===== config.mk =====
export PLATFORM = sky130hd
export DESIGN_NAME = two_level_priority_queue_cancel
export DESIGN_NICKNAME = d
export VERILOG_FILES = /design/src/sv/tlpq_pkg.sv /design/src/sv/tlpq_cell.sv /design/src/sv/two_level_priority_queue_cancel.sv
export SDC_FILE = /design/constraint.sdc
export NUM_CORES = 2
export LEC_CHECK = 0
export ABC_AREA = 0
export BUFFER_PORTS_ARGS = -buffer_cell sky130_fd_sc_hd__buf_4
export CORE_ASPECT_RATIO = 0.9
export CORE_MARGIN = 5
export CORE_UTILIZATION = 58
export DETAILED_ROUTE_END_ITERATION = 12
export PLACE_DENSITY = 0.77
export SYNTH_ARGS = -nofsm -noshare
export SYNTH_HDL_FRONTEND = slang
export SYNTH_SLANG_ARGS = --single-unit

===== constraint.sdc =====
create_clock -name i_clk -period 5.8 [get_ports i_clk]
set_input_delay 0 -clock i_clk [delete_from_list [all_inputs] [get_ports i_clk]]
set_output_delay 0 -clock i_clk [all_outputs]
set_load 0.02 [all_outputs]

===== src/sv/tlpq_pkg.sv =====
`default_nettype none

package tlpq_pkg;

    localparam int ID_W       = 16;
    localparam int TIME_W     = 32;
    localparam int LIVE_W     = 5;
    localparam int CMD_W      = 2;
    localparam int STATUS_W   = 2;

    typedef enum logic [CMD_W-1:0] {
        CMD_ENQ    = 2'd0,
        CMD_DEQ    = 2'd1,
        CMD_CANCEL = 2'd2,
        CMD_NONE   = 2'd3
    } t_cmd;

    typedef enum logic [STATUS_W-1:0] {
        ST_OK        = 2'd0,
        ST_EMPTY     = 2'd1,
        ST_NOT_FOUND = 2'd2,
        ST_FULL      = 2'd3
    } t_status;

    // One stored queue entry.
    typedef struct packed {
        logic [ID_W-1:0]   id;
        logic              prio;
        logic [TIME_W-1:0] tstamp;
    } t_entry;

    // Controls broadcast from the sequencer to every cell.
    typedef struct packed {
        logic            tok_load;
        logic            tok_step;
        logic [ID_W-1:0] id;
    } t_cell_ctl;

endpackage

`default_nettype wire


===== src/sv/tlpq_cell.sv =====
`default_nettype none

module tlpq_cell import tlpq_pkg::*; #(
    parameter int IDX_W    = 4,
    parameter int CELL_IDX = 0
) (
    input  wire logic             i_clk,
    input  wire logic             i_rst_n,
    input  wire t_cell_ctl        i_ctl,
    input  wire logic             i_wr,
    input  wire t_entry           i_wr_ent,
    input  wire logic             i_shift,
    input  wire logic             i_nxt_vld,
    input  wire t_entry           i_nxt_ent,
    input  wire logic             i_nxt_tok_vld,
    input  wire t_entry           i_nxt_tok,
    input  wire logic [IDX_W-1:0] i_nxt_tok_idx,
    output logic                  o_vld,
    output t_entry                o_ent,
    output logic                  o_match,
    output logic                  o_tok_vld,
    output t_entry                o_tok,
    output logic [IDX_W-1:0]      o_tok_idx
);

    localparam logic [IDX_W-1:0] MY_IDX = IDX_W'(CELL_IDX);

    logic             r_vld;
    t_entry           r_ent;
    logic             r_tok_vld;
    t_entry           r_tok;
    logic [IDX_W-1:0] r_tok_idx;
    logic             w_take;

    // The neighbor's token covers later slots, so it wins only when strictly better.
    assign w_take = i_nxt_tok_vld &&
                    (!r_tok_vld ||
                     (i_nxt_tok.prio && !r_tok.prio) ||
                     ((i_nxt_tok.prio == r_tok.prio) && (i_nxt_tok.tstamp < r_tok.tstamp)));

    always_ff @(posedge i_clk) begin
        if (!i_rst_n) begin
            r_vld     <= 1'b0;
            r_tok_vld <= 1'b0;
        end else begin
            if (i_shift) begin
                r_vld <= i_nxt_vld;
            end else if (i_wr) begin
                r_vld <= 1'b1;
            end
            if (i_ctl.tok_load) begin
                r_tok_vld <= r_vld;
            end else if (i_ctl.tok_step && w_take) begin
                r_tok_vld <= 1'b1;
            end
        end
    end

    always_ff @(posedge i_clk) begin
        if (i_shift) begin
            r_ent <= i_nxt_ent;
        end else if (i_wr) begin
            r_ent <= i_wr_ent;
        end
        if (i_ctl.tok_load) begin
            r_tok     <= r_ent;
            r_tok_idx <= MY_IDX;
        end else if (i_ctl.tok_step && w_take) begin
            r_tok     <= i_nxt_tok;
            r_tok_idx <= i_nxt_tok_idx;
        end
    end

    assign o_vld     = r_vld;
    assign o_ent     = r_ent;
    assign o_match   = r_vld && (r_ent.id == i_ctl.id);
    assign o_tok_vld = r_tok_vld;
    assign o_tok     = r_tok;
    assign o_tok_idx = r_tok_idx;

endmodule

`default_nettype wire


===== src/sv/two_level_priority_queue_cancel.sv =====
// Bounded priority queue with FIFO tie-break and cancel by id.
// Input channel: i_valid / o_stall carry a command (enqueue, dequeue best,
// cancel by id) with id, priority and timestamp; a transfer happens at a
// rising edge with i_valid high and o_stall low.
// Output channel: o_valid / i_stall carry exactly one result per command:
// status, the dequeued entry (zero unless a dequeue succeeded) and the live
// count after the command.
// Entries live in a chain of DEPTH cells, compacted in insertion order.
// Enqueue and cancel finish in the transfer cycle and their result shows in
// the cycle after; unless the receiver stalls they can follow one per cycle.
// A dequeue of a queue holding N entries runs a best-entry token down the
// cell chain one neighbor step per cycle; its result shows once the token
// has reached the chain head, and the next command is taken only after that.
// Removal shifts all later cells down by one place together.
// Reset empties the queue and drops any pending result.
// While the receiver stalls, the result register holds its value and the
// block takes no new command until the result transfer is done.
`default_nettype none

module two_level_priority_queue_cancel import tlpq_pkg::*; #(
    parameter int DEPTH = 16
) (
    input  wire logic              i_clk,
    input  wire logic              i_rst_n,
    input  wire logic              i_valid,
    output logic                   o_stall,
    input  wire logic [CMD_W-1:0]  i_cmd,
    input  wire logic [ID_W-1:0]   i_order_id,
    input  wire logic              i_entry_priority,
    input  wire logic [TIME_W-1:0] i_entry_time,
    output logic                   o_valid,
    input  wire logic              i_stall,
    output logic [STATUS_W-1:0]    o_status,
    output logic [ID_W-1:0]        o_out_id,
    output logic                   o_out_priority,
    output logic [TIME_W-1:0]      o_out_time,
    output logic [LIVE_W-1:0]      o_live_count
);

    localparam int IDX_W = (DEPTH > 1) ? $clog2(DEPTH) : 1;
    localparam int CNT_W = $clog2(DEPTH + 1);
    localparam logic [CNT_W-1:0] CNT_FULL = CNT_W'(DEPTH);

    typedef enum logic {
        S_IDLE,
        S_SCAN
    } t_state;

    t_state               r_state;
    logic [CNT_W-1:0]     r_count;
    logic [CNT_W-1:0]     n_count;
    logic [CNT_W-1:0]     r_step;
    logic                 r_ovld;
    t_status              r_status;
    t_entry               r_out;
    logic [LIVE_W-1:0]    r_live;

    // Cell chain wiring; index DEPTH is the empty slot beyond the last cell.
    logic   [DEPTH:0]     w_vld;
    t_entry               w_ent [DEPTH+1];
    logic   [DEPTH:0]     w_tok_vld;
    t_entry               w_tok [DEPTH+1];
    logic   [IDX_W-1:0]   w_tok_idx [DEPTH+1];
    logic   [DEPTH-1:0]   w_match;
    logic   [DEPTH-1:0]   w_pre;
    logic   [DEPTH-1:0]   w_shift;
    logic   [DEPTH-1:0]   w_wr;

    t_cell_ctl            w_ctl;
    t_entry               w_in_ent;
    logic                 w_acc;
    logic                 w_out_free;
    logic                 w_enq_ok;
    logic                 w_can_go;
    logic                 w_deq_start;
    logic                 w_deq_done;

    assign w_vld[DEPTH]     = 1'b0;
    assign w_ent[DEPTH]     = '0;
    assign w_tok_vld[DEPTH] = 1'b0;
    assign w_tok[DEPTH]     = '0;
    assign w_tok_idx[DEPTH] = '0;

    assign w_in_ent.id     = i_order_id;
    assign w_in_ent.prio   = i_entry_priority;
    assign w_in_ent.tstamp = i_entry_time;

    // A new command is taken only when the result register is free or drains now.
    assign w_out_free = !r_ovld || !i_stall;
    assign o_stall    = (r_state != S_IDLE) || !w_out_free;
    assign w_acc      = i_valid && !o_stall;

    assign w_enq_ok    = w_acc && (i_cmd == CMD_ENQ) && (r_count != CNT_FULL);
    assign w_can_go    = w_acc && (i_cmd == CMD_CANCEL) && w_pre[DEPTH-1];
    assign w_deq_start = w_acc && (i_cmd == CMD_DEQ) && (r_count != '0);
    assign w_deq_done  = (r_state == S_SCAN) && (r_step == r_count) && w_out_free;

    assign w_ctl.tok_load = w_deq_start;
    assign w_ctl.tok_step = (r_state == S_SCAN) && (r_step != r_count);
    assign w_ctl.id       = i_order_id;

    genvar k;
    generate
        for (k = 0; k < DEPTH; k++) begin : g_cell
            localparam logic [IDX_W-1:0] KI = IDX_W'(k);
            localparam logic [CNT_W-1:0] KC = CNT_W'(k);

            // First match in insertion order: everything from it onward shifts down.
            if (k == 0) begin : g_first
                assign w_pre[k] = w_match[k];
            end else begin : g_rest
                assign w_pre[k] = w_pre[k-1] || w_match[k];
            end

            assign w_wr[k]    = w_enq_ok && (r_count == KC);
            assign w_shift[k] = (w_can_go && w_pre[k]) ||
                                (w_deq_done && (KI >= w_tok_idx[0]));

            tlpq_cell #(
                .IDX_W    (IDX_W),
                .CELL_IDX (k)
            ) u_cell (
                .i_clk         (i_clk),
                .i_rst_n       (i_rst_n),
                .i_ctl         (w_ctl),
                .i_wr          (w_wr[k]),
                .i_wr_ent      (w_in_ent),
                .i_shift       (w_shift[k]),
                .i_nxt_vld     (w_vld[k+1]),
                .i_nxt_ent     (w_ent[k+1]),
                .i_nxt_tok_vld (w_tok_vld[k+1]),
                .i_nxt_tok     (w_tok[k+1]),
                .i_nxt_tok_idx (w_tok_idx[k+1]),
                .o_vld         (w_vld[k]),
                .o_ent         (w_ent[k]),
                .o_match       (w_match[k]),
                .o_tok_vld     (w_tok_vld[k]),
                .o_tok         (w_tok[k]),
                .o_tok_idx     (w_tok_idx[k])
            );
        end
    endgenerate

    always_comb begin
        n_count = r_count;
        if (w_enq_ok) begin
            n_count = r_count + 1'b1;
        end else if (w_can_go || w_deq_done) begin
            n_count = r_count - 1'b1;
        end
    end

    always_ff @(posedge i_clk) begin
        if (!i_rst_n) begin
            r_state <= S_IDLE;
            r_count <= '0;
            r_step  <= '0;
            r_ovld  <= 1'b0;
        end else begin
            r_count <= n_count;
            case (r_state)
                S_IDLE: begin
                    if (w_acc) begin
                        r_out  <= '0;
                        r_live <= LIVE_W'(n_count);
                        case (t_cmd'(i_cmd))
                            CMD_ENQ: begin
                                r_ovld <= 1'b1;
                                if (w_enq_ok) begin
                                    r_status <= ST_OK;
                                end else begin
                                    r_status <= ST_FULL;
                                end
                            end
                            CMD_DEQ: begin
                                if (w_deq_start) begin
                                    // The result comes when the scan ends.
                                    r_ovld  <= 1'b0;
                                    r_step  <= CNT_W'(1);
                                    r_state <= S_SCAN;
                                end else begin
                                    r_ovld   <= 1'b1;
                                    r_status <= ST_EMPTY;
                                end
                            end
                            CMD_CANCEL: begin
                                r_ovld <= 1'b1;
                                if (w_can_go) begin
                                    r_status <= ST_OK;
                                end else begin
                                    r_status <= ST_NOT_FOUND;
                                end
                            end
                            default: begin
                                r_ovld   <= 1'b1;
                                r_status <= ST_OK;
                            end
                        endcase
                    end else if (w_out_free) begin
                        r_ovld <= 1'b0;
                    end
                end
                S_SCAN: begin
                    if (w_ctl.tok_step) begin
                        r_step <= r_step + 1'b1;
                    end else if (w_deq_done) begin
                        r_out    <= w_tok[0];
                        r_live   <= LIVE_W'(n_count);
                        r_status <= ST_OK;
                        r_ovld   <= 1'b1;
                        r_state  <= S_IDLE;
                    end
                end
                default: begin
                    r_state <= S_IDLE;
                end
            endcase
        end
    end

    assign o_valid        = r_ovld;
    assign o_status       = r_status;
    assign o_out_id       = r_out.id;
    assign o_out_priority = r_out.prio;
    assign o_out_time     = r_out.tstamp;
    assign o_live_count   = r_live;

    // Valid cells and the live count must agree at all times.
    a_count_matches_cells: assert property (@(posedge i_clk) disable iff (!i_rst_n)
        $countones(w_vld[DEPTH-1:0]) == r_count)
        else $error("live count differs from number of valid cells");

    // A full report can only come from a queue holding DEPTH entries.
    a_full_only_when_full: assert property (@(posedge i_clk) disable iff (!i_rst_n)
        (r_ovld && (r_status == ST_FULL)) |-> (r_count == CNT_FULL))
        else $error("full reported while queue has room");

    // A scan never runs on an empty queue.
    a_scan_nonempty: assert property (@(posedge i_clk) disable iff (!i_rst_n)
        (r_state == S_SCAN) |-> (r_count != '0))
        else $error("dequeue scan on empty queue");

    // A finished dequeue always delivers a live entry from the chain head.
    a_deq_token_valid: assert property (@(posedge i_clk) disable iff (!i_rst_n)
        w_deq_done |-> w_tok_vld[0])
        else $error("dequeue finished without a valid best entry");

endmodule

`default_nettype wire

# ---- Yosys cells after proc, flatten, opt, wreduce, memory -nomap -nowiden
# Cells that the tools add are included.
dict set report totals {
  in_bits 55
  ff_bits 1717
  output_inout_bits 58
  word_cells 673
}
dict set report classes {
  addsub 3
  mux 156
  n_eq_ne 59
  bitwise 2
  reduce_logical 270
  order_cmp 31
}
# op count
set op_table {}
lappend op_table {{$mux W49} 63}
lappend op_table {{$lt A32 B32 Y1} 15}
lappend op_table {{$eq A16 B16 Y1} 16}
lappend op_table {{$logic_and A1 B1 Y1} 134}
lappend op_table {{$pmux W49 S2} 1}
lappend op_table {{$mux W1} 71}
lappend op_table {{$logic_or A1 B1 Y1} 64}
lappend op_table {{$reduce_bool A2 Y1} 30}
lappend op_table {{$mux W5} 9}
lappend op_table {{$eq A5 B4 Y1 const B} 8}
lappend op_table {{$logic_not A1 Y1} 34}
lappend op_table {{$ge A4 B4 Y1 const A} 8}
lappend op_table {{$eq A5 B3 Y1 const B} 4}
lappend op_table {{$pmux W5 S2} 2}
lappend op_table {{$ge A3 B4 Y1 const A} 4}
lappend op_table {{$eq A1 B1 Y1} 15}
lappend op_table {{$mux W2} 6}
lappend op_table {{$add A5 B1 Y5 const B} 2}
lappend op_table {{$eq A5 B2 Y1 const B} 2}
lappend op_table {{$ge A1 B4 Y1 const A} 2}
lappend op_table {{$ge A2 B4 Y1 const A} 2}
lappend op_table {{$ne A2 B2 Y1 const B} 4}
lappend op_table {{$reduce_and A4 Y1} 2}
lappend op_table {{$ne A3 B3 Y1 const B} 2}
lappend op_table {{18 further kinds} 21}

# ---- Depth between registers and ports, before layout
dict set report logic_depth {
  ltp_word 24
  depth_mapped 14
}

# ---- Cells and area by module
# A second synthesis with hierarchy kept.
dict set report hier_totals {
  cells_unflattened 6257
  hier_area_um2 88917.8
}
# module n_inst cells_per_inst seq_area_each_um2 area_per_inst_um2
set by_module_without_submodules {}
lappend by_module_without_submodules {{tlpq_cell at g_cell[10].u_cell ...} 13 372 3062.9 5346.4}
lappend by_module_without_submodules {{tlpq_cell at g_cell[9].u_cell} 1 371 3062.9 5360.1}
lappend by_module_without_submodules {{tlpq_cell at g_cell[0].u_cell} 1 373 3062.9 5350.1}
lappend by_module_without_submodules {{tlpq_cell at g_cell[15].u_cell} 1 379 3062.9 5342.6}
lappend by_module_without_submodules {two_level_priority_queue_cancel 1 298 1921.8 3362.0}

# ---- Worst setup path before layout
# Ideal clock, no wire load.
dict set report synth_path {
  path_type {flip-flop to flip-flop}
  from {reg g_cell[9].u_cell.r_tok, in the netlist g_cell[9].u_cell.o_tok[1]}
  to {reg g_cell[9].u_cell.r_tok, in the netlist g_cell[9].u_cell.o_tok[0] (enable)}
  n_path_buf 0
  t_arrival_ns 5.095
  t_required_ns 5.277
  setup_ns 0.523
  setup_slack_ns 0.182
  path_stages_with_launch 10
  path_cell_list {edfxtp_1 > inv_1 > ha_1 > a21o_1 > a21o_1 > a21o_1 > a21o_1 > a31oi_1 > o41ai_1 > o21ai_0}
}
dict set report synth_between {
  elab_chain_cells 6
}
# element line_no
set synth_rtl {}
lappend synth_rtl {{start, declared} tlpq_cell.sv:31} ;# t_entry r_tok;
lappend synth_rtl {{start signal, assigned} tlpq_cell.sv:66} ;# r_tok <= r_ent;
lappend synth_rtl {{start signal, assigned} tlpq_cell.sv:69} ;# r_tok <= i_nxt_tok;
lappend synth_rtl {{$lt A32 B32 Y1} tlpq_cell.sv:39} ;# ((i_nxt_tok.prio == r_tok.prio) && (i_nxt_tok.tstamp < r_tok.tstamp)));
lappend synth_rtl {{$logic_and A1 B1 Y1} tlpq_cell.sv:39}
lappend synth_rtl {{$logic_or A1 B1 Y1} tlpq_cell.sv:38} ;# (i_nxt_tok.prio && !r_tok.prio) ||
lappend synth_rtl {{$logic_and A1 B1 Y1} tlpq_cell.sv:36} ;# assign w_take = i_nxt_tok_vld &&
lappend synth_rtl {{$logic_and A1 B1 Y1} tlpq_cell.sv:68} ;# end else if (i_ctl.tok_step && w_take) begin
lappend synth_rtl {{$reduce_bool A2 Y1 (no source line)} n/a}
# No other way between the ends.
# A chain may end at the register's enable or synchronous reset.

# ---- Worst setup path after layout
dict set report layout_path {
  from {reg r_state}
  to {reg g_cell[6].u_cell.r_ent, in the netlist g_cell[6].u_cell.o_ent[10] (data pin)}
}
dict set report layout_between {
  elab_chain_cells 8
  word_cells_on_any_way 11
  cone_classes {mux: 1; reduce/logical: 10}
}
# element line_no
set layout_rtl {}
lappend layout_rtl {{start, declared} two_level_priority_queue_cancel.sv:49} ;# t_state r_state;
lappend layout_rtl {{start signal, assigned} two_level_priority_queue_cancel.sv:155} ;# r_state <= S_IDLE;
lappend layout_rtl {{start signal, assigned} two_level_priority_queue_cancel.sv:180} ;# r_state <= S_SCAN;
lappend layout_rtl {{start signal, assigned} two_level_priority_queue_cancel.sv:211} ;# r_state <= S_IDLE;
lappend layout_rtl {{$logic_or A1 B1 Y1} two_level_priority_queue_cancel.sv:90} ;# assign o_stall = (r_state != S_IDLE) || !w_out_free;
lappend layout_rtl {{$logic_not A1 Y1} two_level_priority_queue_cancel.sv:91} ;# assign w_acc = i_valid && !o_stall;
lappend layout_rtl {{$logic_and A1 B1 Y1} two_level_priority_queue_cancel.sv:91}
lappend layout_rtl {{$logic_and A1 B1 Y1 (2 in a row)} two_level_priority_queue_cancel.sv:94} ;# assign w_can_go = w_acc && (i_cmd == CMD_CANCEL) && w_pre[DEPTH-1];
lappend layout_rtl {{$logic_and A1 B1 Y1} two_level_priority_queue_cancel.sv:116} ;# assign w_shift[k] = (w_can_go && w_pre[k]) ||
lappend layout_rtl {{$logic_or A1 B1 Y1 (*)} two_level_priority_queue_cancel.sv:116}
lappend layout_rtl {{$mux W49 (*)} tlpq_cell.sv:60} ;# if (i_shift) begin
lappend layout_rtl {{end signal, assigned} tlpq_cell.sv:61} ;# r_ent <= i_nxt_ent;
lappend layout_rtl {{end signal, assigned} tlpq_cell.sv:63} ;# r_ent <= i_wr_ent;
lappend layout_rtl {{end, declared} tlpq_cell.sv:29} ;# t_entry r_ent;
# Mark *: on every way between the ends. The rest lies on a longest branch, timed or not.

==> impl_metrics.json <==
{
  "crit_path_end_kind": "register",
  "power.density_mw_per_mm2": 287,
  "synth_most_common_cell": "edfxtp_1",
  "critPathMaxFanout": 55,
  "max_freq_mhz": 212,
  "regToRegStartpoint": "r_state",
  "yosysTopAreaCell": "edfxtp_1",
  "clk_latency_ps": 800,
  "intPower_mw": 21.3,
  "critical_path_class": "reg -> reg",
  "synth_area_mm2": 0.0869,
  "synth_top_family_by_area": "simple AND/OR/NAND/NOR gates",
  "hold_viol_final": 0,
  "drt-total-wl_mm": 194,
  "antenna_found_initial": 5,
  "period_minus_slack_ps": 4720,
  "gp_congestion": 0.907,
  "async_flop_share": 0,
  "drt-initial-drc-count": 4677,
  "synth_cells": 7398,
  "cts-root-buf": "clkbuf_16",
  "synth_flop_cell": "edfxtp_1",
  "row_count": 134,
  "tightest_slew_ps": 1220,
  "top_usage_layer": "met2",
  "htree_levels": 4,
  "cap_violations": 0,
  "routed-via-count": 54800,
  "yosys_warnings": 0,
  "synth_area_leaders": "edfxtp_1 (54%), mux2_2 (8.9%), ha_1 (7.0%)",
  "crit_top_cell": "a21oi_1",
  "max_stage_delay_ps": 900,
  "fill_cells": 10800,
  "cts_buffer_depth": 3,
  "cts_buffers": 175,
  "grt_use_met2": 0.397,
  "cts-resized-gates": 0,
  "postCtsSetupRepairBufs": 0,
  "synth_cell_types": 80,
  "use_met3": 0.0342,
  "whs_path_depth": 3,
  "synthTopCellsByCount": "edfxtp_1 (1,575), nand2_1 (1,564), mux2_2 (685), o21ai_0 (556), inv_1 (518)",
  "clkPwrFrac": 0.406,
  "hpwl_mm": 139,
  "synth_top_area_frac": 0.544,
  "reg2reg_slack_ps": 1080,
  "path_cells": "a21oi_1 -> nand2_1 -> or3_1 -> nor4_1 -> a41o_1 -> a21oi_1 -> nand2_2 -> mux2_2",
  "synth_simple_gate_area_share": 0.106,
  "drive_gt1_frac": 0.163,
  "multiInputGateArea_mm2": 0.0333,
  "first_global_vias": 55000,
  "cellLeakagePower_nw": 36.8,
  "ant_nets": 0,
  "critical_path_depth": 8,
  "synth_fa_ha_area_frac": 0.0701,
  "path_buf_inv": 0,
  "pwr-share-comb": 0.076,
  "crit_start": "r_state",
  "setup_viol": 0,
  "status": "complete, no violations",
  "die_x_um": 418,
  "finalPower_mw": 27.4,
  "finalClockSkew_ps": 22.0,
  "core_mm2": 0.149,
  "grt_overflow": 0,
  "avgSynthCellArea_um2": 11.7,
  "critPathArrivalTime_ps": 5260,
  "yosysSeqAreaShare": 0.577,
  "rsz0062_at_grt": "no",
  "grt_max_degree": 290,
  "cts_tree": "yes",
  "ys_ff_latch": 1717,
  "p_sw_mw": 6.08,
  "grt_usage": 0.244,
  "area_growth_pct": 9.97,
  "hold_class": "in -> reg",
  "critPathTopFamily": "simple AND/OR/NAND/NOR gates",
  "r2r-end": "g_cell[6].u_cell.o_ent[10]",
  "pwr-share-seq": 0.519,
  "worstRegToRegCells": 8,
  "placement.io_buffers": 112,
  "finalCritPeriodShare": 0.814,
  "dr.pass1.iters": 6,
  "grt_use_met1": 0.340,
  "syn_nets": 7940,
  "peakVddDrop_uv": 315,
  "synth_compound_area_frac": 0.0759,
  "die_h_um": 377,
  "relSlewSlack": 0.183,
  "critical_path_required_ps": 6340,
  "cts.clk_slew.worst_paths_ps": 60,
  "critPathSlowestCell": "nand2_2",
  "ios": 113,
  "via_per_inst": 5.75,
  "yosys-mux-area-fraction": 0.101,
  "drc_errors": 0,
  "fin_setup_tns_ps": 0,
  "finalMaxSlewViolations": 0,
  "synth_xor_area_frac": 0.0268,
  "critPathLaunchType": "register",
  "initial_utilization": 0.585,
  "seq_area_mm2": 0.0501,
  "clock_sinks": 1717,
  "avgRoutedWirePerCell_um": 20.3,
  "critical_path.endpoint": "g_cell[6].u_cell.o_ent[10]",
  "finish.net_count": 7961,
  "synth-edff-count": 1575,
  "swShare": 0.222,
  "grt_pass1_wl_mm": 307,
  "die-area_mm2": 0.158
}
[per-layer routing]
| metal | up-vias | wire (um) |
|---|---|---|
| met2 | 1792 | 90600 |
| met4 | 2 | 6030 |
| met3 | 368 | 11800 |
| li1 | 26400 | - |
| met1 | 26200 | 85200 |
| met5 | - | 12 |
[worst reg2reg max path, cell delays in order, from the launching register on]
cell,delay [ps]
dfxtp_2,580
a21oi_1,330
nand2_1,250
or3_1,660
nor4_1,350
a41o_1,660
a21oi_1,240
nand2_2,900
mux2_2,490
[state kept, by name, summed over array words and instances (netlist names), 16 cells and up]
register,count
g_cell.u_cell.o_vld,16
o_out_time,32
g_cell.u_cell.o_tok_idx,49
g_cell.u_cell.o_tok,784
g_cell.u_cell.o_ent,784
g_cell.u_cell.o_tok_vld,16
o_out_id,16
[through the flow]
step	util	hold slack (ps)	worst slack [ps]	std cells	instance area, um2
floorplan	-	170	182	7398	86900
global placement	0.601	284	1430	9157	89300
detailed placement	0.601	300	1230	9157	89300
CTS	0.643	71.7	1240	9536	95600
global route	0.643	130	962	9539	95600
finish	0.643	134	1080	9539	95600
[cells by family (layout without fill, tap and decap cells)]
kind of cell,count (synthesis),in the layout
simple gates,2133,2133
other cells,0,3
xor+xnor,266,266
buf+inv,915,1081
fa+ha+maj,487,487
mux,766,766
flops,1717,1717
compound gates,1114,1114
[final cells by class]
class                           instances  share of cell area
Antenna cell                            3           0.0000785
Clock buffer                          244              0.0524
Clock inverter                         78             0.00703
Inverter                              520              0.0205
Multi-Input combinational cell       4766               0.348
Sequential cell                      1717               0.525
Tap cell                             1972              0.0258
Timing Repair Buffer                  239              0.0216
[worst min-delay path by stage]
| stage | from | endpoint | slack [ps] |
|---|---|---|---|
| final | i_cmd[0] | o_status[1] | 130 |
| after global routing | i_cmd[0] | o_status[1] | 130 |
| after CTS | i_cmd[0] | o_status[1] | 70 |
| after detailed placement | i_stall | o_valid | 300 |
| after global placement | i_stall | o_valid | 280 |
| after floorplan | i_stall | o_valid | 170 |
[placed cells by master, fill, tap and decap left out, types with 21 or more instances in the layout]
master / instances
and2_1: 57
nand2_1: 1539
xnor2_1: 148
nand3_1: 53
xor2_1: 118
nand4_1: 130
clkbuf_1: 44
nor3_1: 21
mux2_4: 47
a21o_1: 172
buf_4: 172
mux2i_1: 31
dlygate4sd3_1: 57
nand2_2: 25
clkinv_2: 27
edfxtp_1: 1575
o21ai_0: 555
clkbuf_16: 186
mux2_2: 685
o211ai_1: 31
dfxtp_1: 141
nor4_1: 47
clkinv_1: 35
ha_1: 487
nand2b_1: 35
inv_1: 518
a21oi_1: 201
nor2_1: 91
or4_1: 22
[power by group through the flow]
| stage | Clock [mW] | Sequential [mW] | Combinational (mW) |
|---|---|---|---|
| final | 11.1 | 14.2 | 2.07 |
| after global routing | 11.8 | 14.3 | 2.27 |
| after CTS | 11.3 | 14.2 | 2.06 |
| after detailed placement | 0 | 14.5 | 2.01 |
| after global placement | 0 | 14.5 | 1.94 |
| after floorplan | 0 | 14.4 | 1.43 |
[repair_timing]
action / 4_1_cts / 5_1_grt
endpoints found under the setup margin: 0 / 0
hold buffers: 57 / 0
hold endpoints to repair: 764 / 0
Power figures use the tool's default switching activity.
